### config.mk
export PLATFORM = sky130hd
export DESIGN_NAME = wildcard_byte_pattern_matcher_top_flat
export DESIGN_NICKNAME = d
export VERILOG_FILES = /design/src/rtl/wbpm_pkg.sv /design/src/rtl/wbpm_if.sv /design/src/rtl/wbpm_cfg.sv /design/src/rtl/wbpm_cell.sv /design/src/rtl/wildcard_byte_pattern_matcher_top.sv /design/src/flat_wrapper.sv
export SDC_FILE = /design/constraint.sdc
export NUM_CORES = 1
export LEC_CHECK = 0
export BUFFER_PORTS_ARGS = -buffer_cell sky130_fd_sc_hd__buf_4
export CAP_MARGIN = 20
export CORE_ASPECT_RATIO = 0.8
export CORE_MARGIN = 2
export CORE_UTILIZATION = 25
export CTS_CLUSTER_DIAMETER = 100
export DETAILED_ROUTE_END_ITERATION = 16
export HOLD_SLACK_MARGIN = 0.1
export PLACE_DENSITY = 0.5
export SKIP_CTS_REPAIR_TIMING = 1
export SYNTH_ARGS = -nofsm -noshare
export SYNTH_HDL_FRONTEND = slang
export SYNTH_SLANG_ARGS = --single-unit
export TNS_END_PERCENT = 30
### constraint.sdc
create_clock -name clk -period 23.9 [get_ports clk]
set_input_delay 2.39 -clock clk [delete_from_list [all_inputs] [get_ports clk]]
set_output_delay 2.39 -clock clk [all_outputs]
set_load 0.005 [all_outputs]
### src/rtl/wbpm_pkg.sv
// Shared constants, types and helpers for the wildcard byte pattern matcher.
`default_nettype none
package wbpm_pkg;

	localparam int MAX_PATTERN   = 16;
	localparam int POSITION_BITS = 32;
	localparam int WIN_DEPTH     = MAX_PATTERN - 1;
	localparam int LEN_W         = $clog2(MAX_PATTERN + 1);
	localparam int BYTE_W        = 8;
	localparam int START_W       = 32;
	localparam int APB_ADDR_W    = 5;
	localparam int APB_DATA_W    = 64;
	localparam int REG_LEN_W     = 5;

	localparam logic [BYTE_W-1:0] WILDCARD_BYTE = 8'h3F;

	typedef enum logic [1:0] {
		REG_PATTERN_LOW    = 2'd0,
		REG_PATTERN_HIGH   = 2'd1,
		REG_PATTERN_LENGTH = 2'd2
	} wbpm_reg_t;

	// cmp_bytes[j] is the pattern byte that lines up with the byte j steps back
	// from the current one; active[j] says that byte takes part at all.
	typedef struct packed {
		logic [MAX_PATTERN-1:0][BYTE_W-1:0] cmp_bytes;
		logic [MAX_PATTERN-1:0]             active;
		logic [LEN_W-1:0]                   length;
	} wbpm_cfg_t;

	function automatic logic byte_ok(input logic [BYTE_W-1:0] p, input logic [BYTE_W-1:0] b);
		return (p == WILDCARD_BYTE) || (p == b);
	endfunction

endpackage
`default_nettype wire

### src/rtl/wbpm_if.sv
// Stream interfaces: incoming buffer bytes and outgoing match results.
`default_nettype none
interface wbpm_byte_if import wbpm_pkg::*; ();
	logic              valid;
	logic              ready;
	logic [BYTE_W-1:0] data_byte;
	logic              first_of_buffer;

	modport source (output valid, data_byte, first_of_buffer, input ready);
	modport sink   (input valid, data_byte, first_of_buffer, output ready);
endinterface

interface wbpm_match_if import wbpm_pkg::*; ();
	logic               valid;
	logic               ready;
	logic               match_found;
	logic [START_W-1:0] match_start;

	modport source (output valid, match_found, match_start, input ready);
	modport sink   (input valid, match_found, match_start, output ready);
endinterface
`default_nettype wire

### src/rtl/wbpm_cfg.sv
// APB register file and alignment of the pattern to the current length.
`default_nettype none
module wbpm_cfg import wbpm_pkg::*; (
	input  wire logic                  clk,
	input  wire logic                  arst_n,
	input  wire logic                  psel,
	input  wire logic                  penable,
	input  wire logic                  pwrite,
	input  wire logic [APB_ADDR_W-1:0] paddr,
	input  wire logic [APB_DATA_W-1:0] pwdata,
	output logic      [APB_DATA_W-1:0] prdata,
	output logic                       pready,
	output wbpm_cfg_t                  cfg
);

	logic [63:0]            pat_low_q;
	logic [63:0]            pat_high_q;
	logic [REG_LEN_W-1:0]   pat_len_q;
	wbpm_reg_t              reg_sel;
	logic                   wr_en;
	logic [LEN_W-1:0]       len_eff;
	logic [MAX_PATTERN-1:0][BYTE_W-1:0] pat_bytes;
	logic [MAX_PATTERN-1:0][BYTE_W-1:0] rev_bytes;
	logic [LEN_W+2:0]       shamt;

	assign pready  = 1'b1;
	assign reg_sel = wbpm_reg_t'(paddr[4:3]);
	assign wr_en   = psel && penable && pwrite;

	always_ff @(posedge clk or negedge arst_n) begin
		if (!arst_n) begin
			pat_low_q  <= '0;
			pat_high_q <= '0;
			pat_len_q  <= REG_LEN_W'(1);
		end else if (wr_en) begin
			case (reg_sel)
				REG_PATTERN_LOW:    pat_low_q  <= pwdata;
				REG_PATTERN_HIGH:   pat_high_q <= pwdata;
				REG_PATTERN_LENGTH: pat_len_q  <= pwdata[REG_LEN_W-1:0];
				default: ;
			endcase
		end
	end

	always_comb begin
		case (reg_sel)
			REG_PATTERN_LOW:    prdata = pat_low_q;
			REG_PATTERN_HIGH:   prdata = pat_high_q;
			REG_PATTERN_LENGTH: prdata = {{(APB_DATA_W-REG_LEN_W){1'b0}}, pat_len_q};
			default:            prdata = '0;
		endcase
	end

	// zero counts as one, anything past MAX_PATTERN is clamped to it
	always_comb begin
		if (pat_len_q == '0)
			len_eff = LEN_W'(1);
		else if (int'(pat_len_q) > MAX_PATTERN)
			len_eff = LEN_W'(MAX_PATTERN);
		else
			len_eff = LEN_W'(pat_len_q);
	end

	assign pat_bytes = {pat_high_q, pat_low_q};

	always_comb begin
		for (int k = 0; k < MAX_PATTERN; k++)
			rev_bytes[k] = pat_bytes[MAX_PATTERN-1-k];
	end

	// cmp_bytes[j] = pattern[len-1-j]: reversed pattern shifted down by MAX-len bytes
	assign shamt = {LEN_W'(LEN_W'(MAX_PATTERN) - len_eff), 3'b000};

	always_comb begin
		cfg.cmp_bytes = rev_bytes >> shamt;
		for (int j = 0; j < MAX_PATTERN; j++)
			cfg.active[j] = (j < int'(len_eff));
		cfg.length = len_eff;
	end

endmodule
`default_nettype wire

### src/rtl/wbpm_cell.sv
// One window cell: holds a past byte, compares it against its aligned pattern byte.
`default_nettype none
module wbpm_cell import wbpm_pkg::*; (
	input  wire logic              clk,
	input  wire logic              shift_en,
	input  wire logic [BYTE_W-1:0] byte_in,
	input  wire logic [BYTE_W-1:0] pat_byte,
	input  wire logic              active,
	output logic      [BYTE_W-1:0] byte_out,
	output logic                   ok
);

	logic [BYTE_W-1:0] byte_q;

	always_ff @(posedge clk) begin
		if (shift_en) begin
			byte_q <= byte_in;
		end
	end

	assign byte_out = byte_q;
	assign ok       = !active || byte_ok(pat_byte, byte_q);

endmodule
`default_nettype wire

### src/rtl/wildcard_byte_pattern_matcher_top.sv
// Top level: byte window chain, match decision, position counter and result register.
//
// Usage:
//  - byte_in carries one buffer byte per word with first_of_buffer marking
//    offset 0 of a new buffer. match_out returns one word per byte: match_found
//    is set on the byte where the pattern ends, match_start gives the offset
//    of its first byte (0 when no match).
//  - Pattern bytes and length are written over APB (8-byte stride: pattern_low
//    at 0x00, pattern_high at 0x08, pattern_length at 0x10); writes must be made
//    with the stream idle (the block does not enforce this) and apply to the next byte.
//  - Result: registered, valid in the cycle after its byte is accepted.
//  - Throughput: one byte per cycle when not stalled, set by the parallel compare
//    across the window cells and the one-deep result register.
//  - Stall: while a result waits and match_out.ready is low, byte_in.ready is
//    low; when the result is taken in the same cycle a new byte is accepted.
//  - Reset: window fill count 0, offset 0, pattern all zero, length 1, no result held.
//  - After a match the window empties, so matches never overlap, and only
//    bytes since the last first_of_buffer can take part.
`default_nettype none
module wildcard_byte_pattern_matcher_top import wbpm_pkg::*; (
	input  wire logic                  clk,
	input  wire logic                  arst_n,
	wbpm_byte_if.sink                  byte_in,
	wbpm_match_if.source               match_out,
	input  wire logic                  psel,
	input  wire logic                  penable,
	input  wire logic                  pwrite,
	input  wire logic [APB_ADDR_W-1:0] paddr,
	input  wire logic [APB_DATA_W-1:0] pwdata,
	output logic      [APB_DATA_W-1:0] prdata,
	output logic                       pready
);

	wbpm_cfg_t            cfg;
	logic [WIN_DEPTH-1:0][BYTE_W-1:0] win;
	logic [WIN_DEPTH-1:0] cell_ok;
	logic                 accept;
	logic                 hit;
	logic                 head_ok;
	logic                 fill_ok;
	logic [LEN_W-1:0]     fill_q;
	logic [LEN_W-1:0]     fill_base;
	logic [LEN_W-1:0]     len_m1;
	logic [POSITION_BITS-1:0] pos_q;
	logic [POSITION_BITS-1:0] cur_pos;
	logic [POSITION_BITS-1:0] diff;
	logic [START_W+POSITION_BITS-1:0] diff_ext;
	logic                 out_valid_q;
	logic                 found_q;
	logic [START_W-1:0]   start_q;

	wbpm_cfg u_cfg (
		.clk     (clk),
		.arst_n  (arst_n),
		.psel    (psel),
		.penable (penable),
		.pwrite  (pwrite),
		.paddr   (paddr),
		.pwdata  (pwdata),
		.prdata  (prdata),
		.pready  (pready),
		.cfg     (cfg)
	);

	assign byte_in.ready = !out_valid_q || match_out.ready;
	assign accept        = byte_in.valid && byte_in.ready;

	// window: cell 0 holds the newest past byte
	for (genvar j = 0; j < WIN_DEPTH; j++) begin : g_cell
		logic [BYTE_W-1:0] cell_in;
		if (j == 0) begin : g_head
			assign cell_in = byte_in.data_byte;
		end else begin : g_tail
			assign cell_in = win[j-1];
		end
		wbpm_cell u_cell (
			.clk      (clk),
			.shift_en (accept && !hit),
			.byte_in  (cell_in),
			.pat_byte (cfg.cmp_bytes[j+1]),
			.active   (cfg.active[j+1]),
			.byte_out (win[j]),
			.ok       (cell_ok[j])
		);
	end

	assign len_m1    = cfg.length - LEN_W'(1);
	assign fill_base = byte_in.first_of_buffer ? '0 : fill_q;
	assign cur_pos   = byte_in.first_of_buffer ? '0 : pos_q;
	assign fill_ok   = fill_base >= len_m1;
	assign head_ok   = byte_ok(cfg.cmp_bytes[0], byte_in.data_byte);
	assign hit       = fill_ok && head_ok && (&cell_ok);

	always_comb begin
		if (cur_pos >= POSITION_BITS'(len_m1))
			diff = cur_pos - POSITION_BITS'(len_m1);
		else
			diff = '0;
	end
	assign diff_ext = {{START_W{1'b0}}, diff};

	always_ff @(posedge clk or negedge arst_n) begin
		if (!arst_n) begin
			fill_q <= '0;
			pos_q  <= '0;
		end else if (accept) begin
			if (hit)
				fill_q <= '0;
			else if (fill_base < LEN_W'(WIN_DEPTH))
				fill_q <= fill_base + LEN_W'(1);
			else
				fill_q <= fill_base;
			// offset saturates at all ones
			if (&cur_pos)
				pos_q <= cur_pos;
			else
				pos_q <= cur_pos + POSITION_BITS'(1);
		end
	end

	always_ff @(posedge clk or negedge arst_n) begin
		if (!arst_n) begin
			out_valid_q <= 1'b0;
		end else if (accept) begin
			out_valid_q <= 1'b1;
		end else if (match_out.ready) begin
			out_valid_q <= 1'b0;
		end
	end

	always_ff @(posedge clk) begin
		if (accept) begin
			found_q <= hit;
			start_q <= hit ? diff_ext[START_W-1:0] : '0;
		end
	end

	assign match_out.valid       = out_valid_q;
	assign match_out.match_found = found_q;
	assign match_out.match_start = start_q;

endmodule
`default_nettype wire

### src/flat_wrapper.sv
// flat-port wrapper written by rule: the top's interface ports become plain ports
module wildcard_byte_pattern_matcher_top_flat import wbpm_pkg::*;
  (clk, arst_n, psel, penable, pwrite, paddr, pwdata, prdata, pready, byte_in_valid, byte_in_data_byte, byte_in_first_of_buffer, byte_in_ready, match_out_valid, match_out_match_found, match_out_match_start, match_out_ready);
  wbpm_byte_if byte_in_i ();
  wbpm_match_if match_out_i ();
  input  wire logic clk;
  input  wire logic arst_n;
  input  wire logic psel;
  input  wire logic penable;
  input  wire logic pwrite;
  input  wire logic [APB_ADDR_W-1:0] paddr;
  input  wire logic [APB_DATA_W-1:0] pwdata;
  output logic      [APB_DATA_W-1:0] prdata;
  output logic pready;
  input wire logic [$bits(byte_in_i.valid)-1:0] byte_in_valid;
  input wire logic [$bits(byte_in_i.data_byte)-1:0] byte_in_data_byte;
  input wire logic [$bits(byte_in_i.first_of_buffer)-1:0] byte_in_first_of_buffer;
  output wire logic [$bits(byte_in_i.ready)-1:0] byte_in_ready;
  output wire logic [$bits(match_out_i.valid)-1:0] match_out_valid;
  output wire logic [$bits(match_out_i.match_found)-1:0] match_out_match_found;
  output wire logic [$bits(match_out_i.match_start)-1:0] match_out_match_start;
  input wire logic [$bits(match_out_i.ready)-1:0] match_out_ready;
  assign byte_in_i.valid = byte_in_valid;
  assign byte_in_i.data_byte = byte_in_data_byte;
  assign byte_in_i.first_of_buffer = byte_in_first_of_buffer;
  assign byte_in_ready = byte_in_i.ready;
  assign match_out_valid = match_out_i.valid;
  assign match_out_match_found = match_out_i.match_found;
  assign match_out_match_start = match_out_i.match_start;
  assign match_out_i.ready = match_out_ready;
  wildcard_byte_pattern_matcher_top u_core (.clk(clk), .arst_n(arst_n), .byte_in(byte_in_i), .match_out(match_out_i), .psel(psel), .penable(penable), .pwrite(pwrite), .paddr(paddr), .pwdata(pwdata), .prdata(prdata), .pready(pready));
endmodule
==> impl_metrics.env <==
export IMPL_r2r_end="u_core.g_cell[14].u_cell.byte_out[6]"
export IMPL_yosys_warnings=0
export IMPL_timing_hold_worst_endpoint="u_core.g_cell[6].u_cell.byte_out[6]"
export IMPL_rrSetupSlack_ns=14.86
export IMPL_detail_route_wirelength_um=105000
export IMPL_sequentialPowerShare=0.256
export IMPL_critPathKind="flip-flop to flip-flop"
export IMPL_min_period_ns=9.04
export IMPL_grt_antenna_before_repair=5
export IMPL_critical_path_top_delay_family="simple AND/OR/NAND/NOR gates"
export IMPL_report_final_slew_viol_count=0
export IMPL_power_internal_mw=1.64
export IMPL_power_per_cell_area_nw_per_um2=121
export IMPL_power_combinational_fraction=0.549
export IMPL_worst_reg_to_reg_path_cell_count=21
export IMPL_cp_slowest_cell="or4_4"
export IMPL_drt_wirelength_per_cell_um=29.3
export IMPL_synth_async_sr_flop_share=0.528
export IMPL_run_status="finished, final reports clean"
export IMPL_min_period_over_period=0.378
export IMPL_clock_skew_final_ns=0.0471
export IMPL_cpMostUsedCell="buf_4"
export IMPL_min_delay_path_class="flip-flop to flip-flop"
export IMPL_max_clock_freq_mhz=111
export IMPL_stdcell_area_um2=26700
export IMPL_starting_density=0.253
export IMPL_drt_pre_antenna_iters=6
export IMPL_path_depth=21
export IMPL_synth_area_per_cell_um2=10.1
export IMPL_wire_length_of_the_first_global_routing_pass_um=149000
export IMPL_critical_path_arrival_ns=9.33
export IMPL_dp_final_hpwl_um=78100
export IMPL_switching_share=0.494
export IMPL_net_switching_power_mw=1.59
export IMPL_yosys_cell_types_count=93
export IMPL_syn_nets=2345
export IMPL_drt_iter0_markers=2992
export IMPL_finish_cell_count_without_fillers=3579
export IMPL_ys_flop_type="dfrtp_1"
export IMPL_fp_dieArea_um2=93400
export IMPL_routed_via_count=21203
export IMPL_tritoncts="done"
export IMPL_crit_buf_inv=8
export IMPL_ir_worst_vdd_uv=57.2
export IMPL_dpl_instance_area_um2=25300
export IMPL_hold_path_cell_count=0
export IMPL_timing_rr_start="u_core.u_cfg.pat_len_q[4]"
export IMPL_viasPerCell=5.92
export IMPL_grt_overflow_total=0
export IMPL_tightestPinTransition_ns=1.24
export IMPL_clk_latency_ns=0.60
export IMPL_setup_violations_final=0
export IMPL_dp_cells=3505
export IMPL_die_h_um=274
export IMPL_most_common_layout_cells="buf_4 (225), nand2_1 (192), nor2_1 (172)"
export IMPL_clock_tree_root_cell="clkbuf_16"
export IMPL_pwr_share_clk=0.195
export IMPL_coreArea_um2=89800
export IMPL_tritoncts_num_buffers=39
export IMPL_count_of_inserted_antenna_diode_cells=0
export IMPL_clockBufferDepth=3
export IMPL_cts_sink_count=324
export IMPL_cp_required_ns=24.19
export IMPL_hold_path_startpoint="u_core.g_cell[5].u_cell.byte_out[6]"
export IMPL_chipWidth_um=341
export IMPL_nets=2448
export IMPL_area_growth_synth_to_final_pct=17.2
export IMPL_synth_yosys_seq_area_share=0.390
export IMPL_mappedNetlistArea_um2=22700
export IMPL_max_slew_margin_rel=0.166
export IMPL_final_layout_size_suffix_gt1_frac=0.239
export IMPL_number_of_synthesized_register_bits=324
export IMPL_i_o_buffers=180
export IMPL_boundaryPins=185
export IMPL_post_synth_inst_count=2245
export IMPL_grt_pass1_vias=20004
export IMPL_cp_start_kind="flip-flop"
export IMPL_most_frequent_standard_cell_in_the_layout_excluding_fill_and_tap_cells="buf_4"
export IMPL_routabilityCongestion=1.05
export IMPL_lkg_pwr_nw=9.94
export IMPL_number_of_max_capacitance_violations_reported=0
export IMPL_p_total_mw=3.23
export IMPL_worst_setup_path_end_kind="flip-flop"
export IMPL_worstPathMaxFanout=71
export IMPL_crit_chain="buf_4 > or4_4 > nand2_8 > inv_4 > ha_2 > xnor2_2 > buf_4 > clkinv_1 > buf_4 > nor2_1 > buf_4 > a22o_1 > o21ai_0 > a22o_1 > or4_1 > o31ai_1 > nand3_1 > nor3_1 > nor2_4 > buf_4 > buf_16"
export IMPL_cts_clk_slew_worst_paths_ns=0.06
export IMPL_rsz_0062_raised_after_global_routing="false"
export IMPL_final_antenna_net_count=0
export IMPL_final_hold_viol_count=0
export IMPL_post_route_drc_count=0
export IMPL_placementRows=98
export IMPL_post_synth_edffs=153
export IMPL_track_usage=0.219
export IMPL_htree_num_levels=2
export IMPL_pin_count_of_the_biggest_net_entering_global_routing=87
export IMPL_cpPeakStageDelay_ns=0.84
export IMPL_tns_ns=0
export IMPL_fillerInstances=9326
==> flip-flops by register name (all words and copies together) (netlist names) <==
signal	count
u_core.fill_q	5
u_core.pos_q	32
u_core.u_cfg.pat_len_q	5
u_core.u_cfg.pat_low_q	64
u_core.match_out.valid	1
u_core.u_cfg.pat_high_q	64
u_core.g_cell.u_cell.byte_out	120
u_core.match_out.match_found	1
u_core.match_out.match_start	32
==> per-stage QoR <==
stage	setup slack (ns)	util	hold WS, ns
2_1_floorplan	13.57	-	0.426
3_3_place_gp	15.12	0.282	0.454
3_5_place_dp	14.99	0.282	0.437
4_1_cts	14.96	0.297	0.462
5_1_grt	14.50	0.297	0.468
6_report	14.86	0.297	0.465
==> logic make-up (layout without fill, tap and decap cells) <==
family,after synthesis,after routing,share of synthesized area
mux,318,318,0.199
flops,324,324,0.390
compound gates,543,543,0.166
fa+ha+maj,15,15,0.00858
simple gates,717,717,0.156
xor+xnor,99,99,0.0381
other cells,1,1,0.000165
buf+inv,228,362,0.0433
==> power groups by stage <==
stage	sequential, mW	clock (mW)	combinational [mW]
floorplan	0.733	0	1.07
global placement	0.821	0	1.69
detailed placement	0.826	0	1.69
CTS	0.816	0.646	1.70
global route	0.830	0.668	1.82
finish	0.827	0.631	1.77
==> worst reg2reg max path, stage by stage (launching register included) <==
cell and delay [ns]:
dfrtp_1 0.36, buf_4 0.24, or4_4 0.85, nand2_8 0.55, inv_4 0.42, ha_2 0.43
xnor2_2 0.18, buf_4 0.39, clkinv_1 0.36, buf_4 0.42, nor2_1 0.82, buf_4 0.37
a22o_1 0.22, o21ai_0 0.10, a22o_1 0.19, or4_1 0.41, o31ai_1 0.49, nand3_1 0.28
nor3_1 0.65, nor2_4 0.34, buf_4 0.35, buf_16 0.24
==> metal layers <==
metal | part of all wire | GRT usage | vias up
met2 | 0.41 | 0.310 | 1303
met3 | 0.11 | 0.0583 | 215
met4 | 0.040 | 0.0815 | 6
met5 | 0.00028 | 0 | -
li1 | - | - | 8855
met1 | 0.44 | 0.316 | 10824
==> Yosys cell counts, types with 11 or more instances <==
cell | number | share of area
nor3_1 | 66 | 0.015
mux2_2 | 126 | 0.062
nand2b_1 | 26 | 0.0072
dfrtp_1 | 170 | 0.19
a41oi_1 | 11 | 0.0042
nor2_1 | 175 | 0.029
buf_2 | 13 | 0.0029
a21oi_1 | 106 | 0.023
o21ai_0 | 92 | 0.020
clkbuf_1 | 123 | 0.020
nand4_1 | 44 | 0.012
buf_1 | 17 | 0.0028
edfxtp_1 | 153 | 0.20
inv_1 | 57 | 0.0094
a31oi_1 | 35 | 0.0096
or3_1 | 14 | 0.0038
a21o_1 | 11 | 0.0036
xnor2_1 | 45 | 0.017
nor4_1 | 27 | 0.0074
a22oi_1 | 50 | 0.016
nor2b_1 | 24 | 0.0066
a22o_1 | 15 | 0.0058
o22ai_1 | 33 | 0.0091
xor2_1 | 54 | 0.021
o32ai_1 | 19 | 0.0073
nand3_1 | 67 | 0.015
nor4b_1 | 11 | 0.0042
mux4_2 | 94 | 0.093
a21oi_2 | 11 | 0.0042
a211o_1 | 12 | 0.0046
nand2_1 | 192 | 0.032
and3_1 | 16 | 0.0044
a211oi_1 | 14 | 0.0046
mux2i_1 | 98 | 0.043
ha_1 | 14 | 0.0077
o211ai_1 | 14 | 0.0046
==> worst max path at each step <==
stage	from	end	slack, ns
finish	u_core.u_cfg.pat_len_q[4]	u_core.g_cell[14].u_cell.byte_out[6]	14.86
global route	u_core.u_cfg.pat_len_q[4]	u_core.g_cell[6].u_cell.byte_out[4]	14.50
CTS	u_core.u_cfg.pat_len_q[4]	u_core.g_cell[6].u_cell.byte_out[3]	14.96
detailed placement	u_core.u_cfg.pat_len_q[4]	u_core.g_cell[13].u_cell.byte_out[0]	14.99
global placement	u_core.u_cfg.pat_len_q[4]	u_core.g_cell[14].u_cell.byte_out[0]	15.12
floorplan	byte_in_first_of_buffer	u_core.g_cell[0].u_cell.byte_out[0]	13.57
==> area by class of cell <==
type / instances / area (um2) / area share
Clock inverter: 25 / 241 / 0.00905
Multi-Input combinational cell: 1693 / 13000 / 0.486
Tap cell: 1200 / 1500 / 0.0563
Inverter: 60 / 228 / 0.00854
Sequential cell: 324 / 8870 / 0.333
Timing Repair Buffer: 230 / 1750 / 0.0657
Clock buffer: 47 / 1110 / 0.0416
No activity file was read; power rests on OpenSTA's default activity.
